`src/sv/wmps_pkg.sv`:
```
`default_nettype none
package wmps_pkg;

  localparam int Slots      = 64;
  localparam int IdxBits    = $clog2(Slots);
  localparam int SlotBits   = 6;
  localparam int PassBits   = 48;
  localparam int WeightBits = 16;
  localparam int ChanBits   = 16;
  localparam int TsBits     = 32;
  localparam int CfgBits    = 32;
  localparam int OutPass    = 48;
  localparam int InBits     = 48;
  localparam int OutBits    = 56;

  typedef enum logic [2:0] {
    OP_ALLOC = 3'd0,
    OP_WAKE  = 3'd1,
    OP_READY = 3'd2,
    OP_PICK  = 3'd3,
    OP_FIN   = 3'd4,
    OP_REL   = 3'd5,
    OP_SETW  = 3'd6,
    OP_NOP   = 3'd7
  } op_e;

  // slot lifecycle codes
  localparam logic [2:0] ST_FREE     = 3'd0;
  localparam logic [2:0] ST_ALLOC    = 3'd1;
  localparam logic [2:0] ST_SLEEP    = 3'd2;
  localparam logic [2:0] ST_RUNNABLE = 3'd3;
  localparam logic [2:0] ST_RUNNING  = 3'd4;
  localparam logic [2:0] ST_EXITED   = 3'd5;

  localparam logic [1:0] STAT_OK   = 2'd0;
  localparam logic [1:0] STAT_NONE = 2'd1;
  localparam logic [1:0] STAT_BAD  = 2'd2;

  localparam logic [1:0] END_RUNNABLE = 2'd0;
  localparam logic [1:0] END_SLEEP    = 2'd1;

  localparam logic CFG_QUANTUM   = 1'b0;
  localparam logic CFG_START_MIN = 1'b1;

  typedef struct packed {
    logic [2:0]            st;
    logic [PassBits-1:0]   pass;
    logic [WeightBits-1:0] w;
    logic [ChanBits-1:0]   chan;
  } entry_t;

  localparam int EntryBits = $bits(entry_t);

  typedef struct packed {
    logic latch;
    logic rd_tgt;
    logic chk;
    logic div_init;
    logic div_step;
    logic fin_wr;
    logic rd_idx;
    logic eval;
    logic pick_wr;
    logic out_load;
  } cmd_t;

  typedef struct packed {
    op_e  op;
    logic chk_ok;
    logic div_done;
    logic idx_last;
    logic hit;
  } sts_t;

endpackage
`default_nettype wire

```
`src/sv/wmps_ctrl.sv`:
```
`default_nettype none
module wmps_ctrl
  import wmps_pkg::*;
(
  input  wire logic clk_i,
  input  wire logic rst_ni,
  input  wire logic in_valid_i,
  output logic      in_ready_o,
  output logic      out_valid_o,
  input  wire logic out_ready_i,
  input  wire sts_t sts_i,
  output cmd_t      cmd_o
);

  typedef enum logic [8:0] {
    S_IDLE = 9'b000000001,
    S_TRD  = 9'b000000010,
    S_TCHK = 9'b000000100,
    S_DIV  = 9'b000001000,
    S_FWR  = 9'b000010000,
    S_SRD  = 9'b000100000,
    S_SEV  = 9'b001000000,
    S_PWR  = 9'b010000000,
    S_OUT  = 9'b100000000
  } state_e;

  state_e state_q, state_d;
  logic   out_valid_q, out_valid_d;
  logic   out_free;

  assign in_ready_o  = (state_q == S_IDLE);
  assign out_valid_o = out_valid_q;
  assign out_free    = !out_valid_q || out_ready_i;

  // sequence one transaction through the table
  always_comb begin
    state_d     = state_q;
    cmd_o       = '0;
    out_valid_d = out_valid_q && !out_ready_i;
    unique case (state_q)
      S_IDLE: begin
        if (in_valid_i) begin
          cmd_o.latch = 1'b1;
          state_d     = S_TRD;
        end
      end
      S_TRD: begin
        // route by the latched op
        priority case (sts_i.op)
          OP_ALLOC, OP_WAKE, OP_PICK: state_d = S_SRD;
          OP_NOP:                     state_d = S_OUT;
          default: begin
            cmd_o.rd_tgt = 1'b1;
            state_d      = S_TCHK;
          end
        endcase
      end
      S_TCHK: begin
        cmd_o.chk = 1'b1;
        if (sts_i.op == OP_FIN && sts_i.chk_ok) begin
          cmd_o.div_init = 1'b1;
          state_d        = S_DIV;
        end else begin
          state_d = S_OUT;
        end
      end
      S_DIV: begin
        cmd_o.div_step = 1'b1;
        if (sts_i.div_done) begin
          state_d = S_FWR;
        end
      end
      S_FWR: begin
        cmd_o.fin_wr = 1'b1;
        state_d      = S_SRD;
      end
      S_SRD: begin
        cmd_o.rd_idx = 1'b1;
        state_d      = S_SEV;
      end
      S_SEV: begin
        cmd_o.eval = 1'b1;
        if (sts_i.idx_last || (sts_i.op == OP_ALLOC && sts_i.hit)) begin
          state_d = (sts_i.op == OP_PICK) ? S_PWR : S_OUT;
        end else begin
          state_d = S_SRD;
        end
      end
      S_PWR: begin
        cmd_o.pick_wr = 1'b1;
        state_d       = S_OUT;
      end
      S_OUT: begin
        if (out_free) begin
          cmd_o.out_load = 1'b1;
          out_valid_d    = 1'b1;
          state_d        = S_IDLE;
        end
      end
      default: state_d = S_IDLE;
    endcase
  end

  always_ff @(posedge clk_i or negedge rst_ni) begin
    if (!rst_ni) begin
      state_q     <= S_IDLE;
      out_valid_q <= 1'b0;
    end else begin
      state_q     <= state_d;
      out_valid_q <= out_valid_d;
    end
  end

endmodule
`default_nettype wire

```
`config.mk`:
```
export PLATFORM = sky130hd
export DESIGN_NAME = wmps_ctrl
export DESIGN_NICKNAME = d
export VERILOG_FILES = /design/src/sv/wmps_pkg.sv /design/src/sv/wmps_ctrl.sv
export SDC_FILE = /design/constraint.sdc
export NUM_CORES = 1
export LEC_CHECK = 0
export CAP_MARGIN = 20
export CORE_AREA = 2 2 39 41
export CTS_CLUSTER_SIZE = 14
export DETAILED_ROUTE_END_ITERATION = 6
export DIE_AREA = 0 0 41 43
export DONT_BUFFER_PORTS = 1
export HOLD_SLACK_MARGIN = 0.12
export PLACE_DENSITY = 0.66
export REMOVE_ABC_BUFFERS = 1
export SETUP_SLACK_MARGIN = 0.3
export SYNTH_ARGS = -nofsm -noshare
export SYNTH_HDL_FRONTEND = slang
export SYNTH_SLANG_ARGS = --single-unit
```
`constraint.sdc`:
```
create_clock -name clk_i -period 1.7 [get_ports clk_i]
set_input_delay 0.34 -clock clk_i [delete_from_list [all_inputs] [get_ports clk_i]]
set_output_delay 0.34 -clock clk_i [all_outputs]
set_load 0.01 [all_outputs]
```
==> impl_metrics.py <==
metrics = {
    "run_status": {
        "status": "finished, violations left",
        "violations": "negative setup slack",
    },
    "global_route": {
        "first_global_vias": 659,
        "grt_usage": 0.233,
        "grt.overflow.total": 0,
        "grt_antenna_before_repair": 0,
        "grt_max_degree": 11,
        "grt_pass1_wl_mm": 2.77,
    },
    "clock_network": {
        "max-clock-path-buffers": 2,
        "cts_tree": "done",
        "ctsRootBufferMaster": "clkbuf_4",
        "h-tree-depth": 1,
        "cts.sinks": 10,
        "clk_pin_slew_worst_paths_ns": 0.06,
        "cts_buffers": 3,
        "clock_latency_ns": 0.26,
    },
    "die": {
        "ios": 23,
        "core_um2": 1380,
        "die_area_um2": 1760,
        "die_w_um": 41,
        "rows": 14,
        "start_util": 0.490,
        "dieHeight_um": 43,
    },
    "synth": {
        "ys_ff_latch": 10,
        "synth_top_cell_area_share": 0.332,
        "synth_top_area_cell": "dfrtp_1",
        "yosys_warnings": 0,
        "ys_seq_area_frac": 0.371,
        "synth.avg_cell_area_um2": 8.81,
        "synth_area_leaders": "dfrtp_1 (33%), nor3_1 (4.4%), dfstp_2 (3.9%)",
        "synthCells": 77,
        "ys_types": 36,
        "synth_area_um2": 678,
    },
    "power_and_ir_drop": {
        "leakage_nw": 0.430,
        "power.internal_mw": 0.683,
        "pwr-share-clk": 0.152,
        "p_seq_frac": 0.329,
        "design_power_total_mw": 1.15,
        "switching_share": 0.406,
        "netSwitchingPower_mw": 0.467,
        "p_comb_frac": 0.519,
        "p_per_area_nw_per_um2": 1160,
        "peakVddDrop_mv": 0.694,
    },
    "timing": {
        "post-route-period-util": 1.09,
        "grt_setup_unrepaired": "true",
        "slew_viol_final": 0,
        "clock_skew_ns": 0.00559,
        "hold_violations": 0,
        "finalSetupViolations": 9,
        "fin_crit_ns": 1.85,
        "setup-tns-final_ns": -0.944,
        "maxSlewHeadroom": 0.664,
        "worstMarginPinSlew_ns": 0.502,
        "worst_slack_ns": -0.152,
        "max_freq_mhz": 540,
    },
    "critical_path": {
        "slowest_delay_ns": 0.47,
        "cp-start-kind": "flop",
        "required_ns": 1.36,
        "path_cells": "nor3_4, nand2_2, nor4b_4, buf_4",
        "crit_path_max_fanout": 6,
        "critPathKind": "reg2out",
        "cp_slowest_cell": "dfrtp_2",
        "arrival_ns": 1.51,
        "endpoint_kind": "output pin",
    },
    "detailed_routing": {
        "drtPass1Iterations": 4,
        "ant_nets": 0,
        "drt-wirelength-per-cell_um": 17.2,
        "drt_iter0_drc": 11,
        "drc": 0,
        "wl_mm": 1.95,
        "vias_per_cell": 6.19,
        "vias": 700,
    },
    "placement": {
        "hpwl_mm": 1.30,
        "placed_cells": 103,
        "dpl-instance-area_um2": 773,
        "gp_congestion": 0.774,
        "io_buffer_count": 0,
    },
    "finish": {
        "area_growth_pct": 46.9,
        "final_layout_size_suffix_gt1_frac": 0.495,
        "nets": 109,
        "regArea_um2": 256,
        "n_fill_cell": 102,
        "multi_input_area_um2": 529,
        "diodes": 0,
        "design_area_um2": 996,
        "stdcell_count": 113,
    },
    "hold_path": {
        "hold_path_class": "in2reg",
    },
    "job": {
        "max-cap-violations": 0,
    },
}
## path summary, 6_finish.rpt
path,from,end,slack [ns],cells past startpoint
min in group asynchronous,rst_ni,state_q[2]$_DFFE_PN0P_,0.48,1
max in group asynchronous,rst_ni,state_q[5]$_DFFE_PN0P_,0.86,1
worst min-delay path,out_ready_i,out_valid_o$_DFF_PN0_,0.16,1
worst min register to register,state_q[8]$_DFFE_PN0P_,state_q[6]$_DFFE_PN0P_,0.63,1
worst max register to register,state_q[4]$_DFFE_PN0P_,state_q[5]$_DFFE_PN0P_,0.04,8
worst max-delay path,state_q[5]$_DFFE_PN0P_,cmd_o[4],-0.15,4
## registers in the layout, indices dropped and copies added, names as in the netlist
register / count
out_valid_o: 1
state_q: 9
## power by group through the flow
| stage | clock network, mW | registers [mW] | logic [mW] |
|---|---|---|---|
| after floorplan | 0 | 0.333 | 0.254 |
| after global placement | 0 | 0.340 | 0.391 |
| after detailed placement | 0 | 0.342 | 0.398 |
| after CTS | 0.179 | 0.350 | 0.499 |
| after global routing | 0.189 | 0.383 | 0.635 |
| final | 0.175 | 0.379 | 0.597 |
## per-stage QoR
stage,hold slack [ns],utilization,worst slack (ns)
final,0.156,0.720,-0.152
after global routing,0.161,0.720,-0.228
after CTS,0.156,0.663,-0.165
after detailed placement,0.0446,0.559,0.0538
after global placement,0.0446,0.559,0.0457
after floorplan,0.0444,-,0.00654
## Yosys cell counts
cell and instances:
a21oi_1 4, or3b_1 1, dfrtp_1 9, a41o_1 1, o21ai_0 3, nor3_1 6, nand2_1 3, nor2_1 6
xor2_1 2, nor4b_1 1, o21ai_1 1, nor4b_2 1, or3_1 1, o211ai_1 1, nand2b_1 3, o32ai_1 1
nor3_2 1, dfstp_2 1, a211o_1 1, nand3_2 1, inv_1 7, and4b_1 1, nor4_1 1, a21oi_2 1
and4bb_2 1, nand4_1 1, o2bb2ai_1 1, nor3b_1 2, o22ai_1 2, nand3b_1 2, nor4bb_1 1, or2_2 1
a21o_1 2, and2_1 3, and3_1 2, and4_1 1
## cells in the final DEF, fill, tap and decap left out, types with 3 or more instances in the layout
| master | n |
|---|---|
| dfrtp_1 | 5 |
| nand2b_1 | 3 |
| clkbuf_4 | 3 |
| buf_4 | 11 |
| dfrtp_2 | 4 |
| o21ai_0 | 3 |
| buf_6 | 4 |
| inv_1 | 7 |
| nor3_1 | 3 |
| nor3_4 | 4 |
## timing repair
item / CTS / global route
resized for setup: 21 / 15
hold buffers: 1 / 0
endpoints found under the setup margin: 16 / 18
endpoints found under the hold margin: 10 / 0
buffers inserted: 3 / 2
pin swaps: 5 / 7
## logic make-up after synthesis
| group | count (synthesis) | synth area share |
|---|---|---|
| buf+inv | 7 | 0.0388 |
| xor+xnor | 2 | 0.0258 |
| flops | 10 | 0.371 |
| simple gates | 40 | 0.387 |
| compound gates | 18 | 0.177 |
## metal layers
metal  vias up  GRT usage  share of wire
met5         -          0              0
met4         0      0.107          0.024
met3         6     0.0157          0.043
met2        30      0.403           0.55
met1       337      0.273           0.38
li1        327          -              -
## final cells by class
class,count,share of cell area
inverter,7,0.0264
timing repair buffer,16,0.138
clock buffer,4,0.0264
multi-input combinational,60,0.531
sequential,10,0.258
tap,16,0.0201
## critical path, delay by kind of cell, from the launching register on
family	cells	cell delay (ns)
and+or+nand+nor	3	0.62
DFF	1	0.47
buffers and inverters	1	0.16
(Power assumes the default switching activity.)
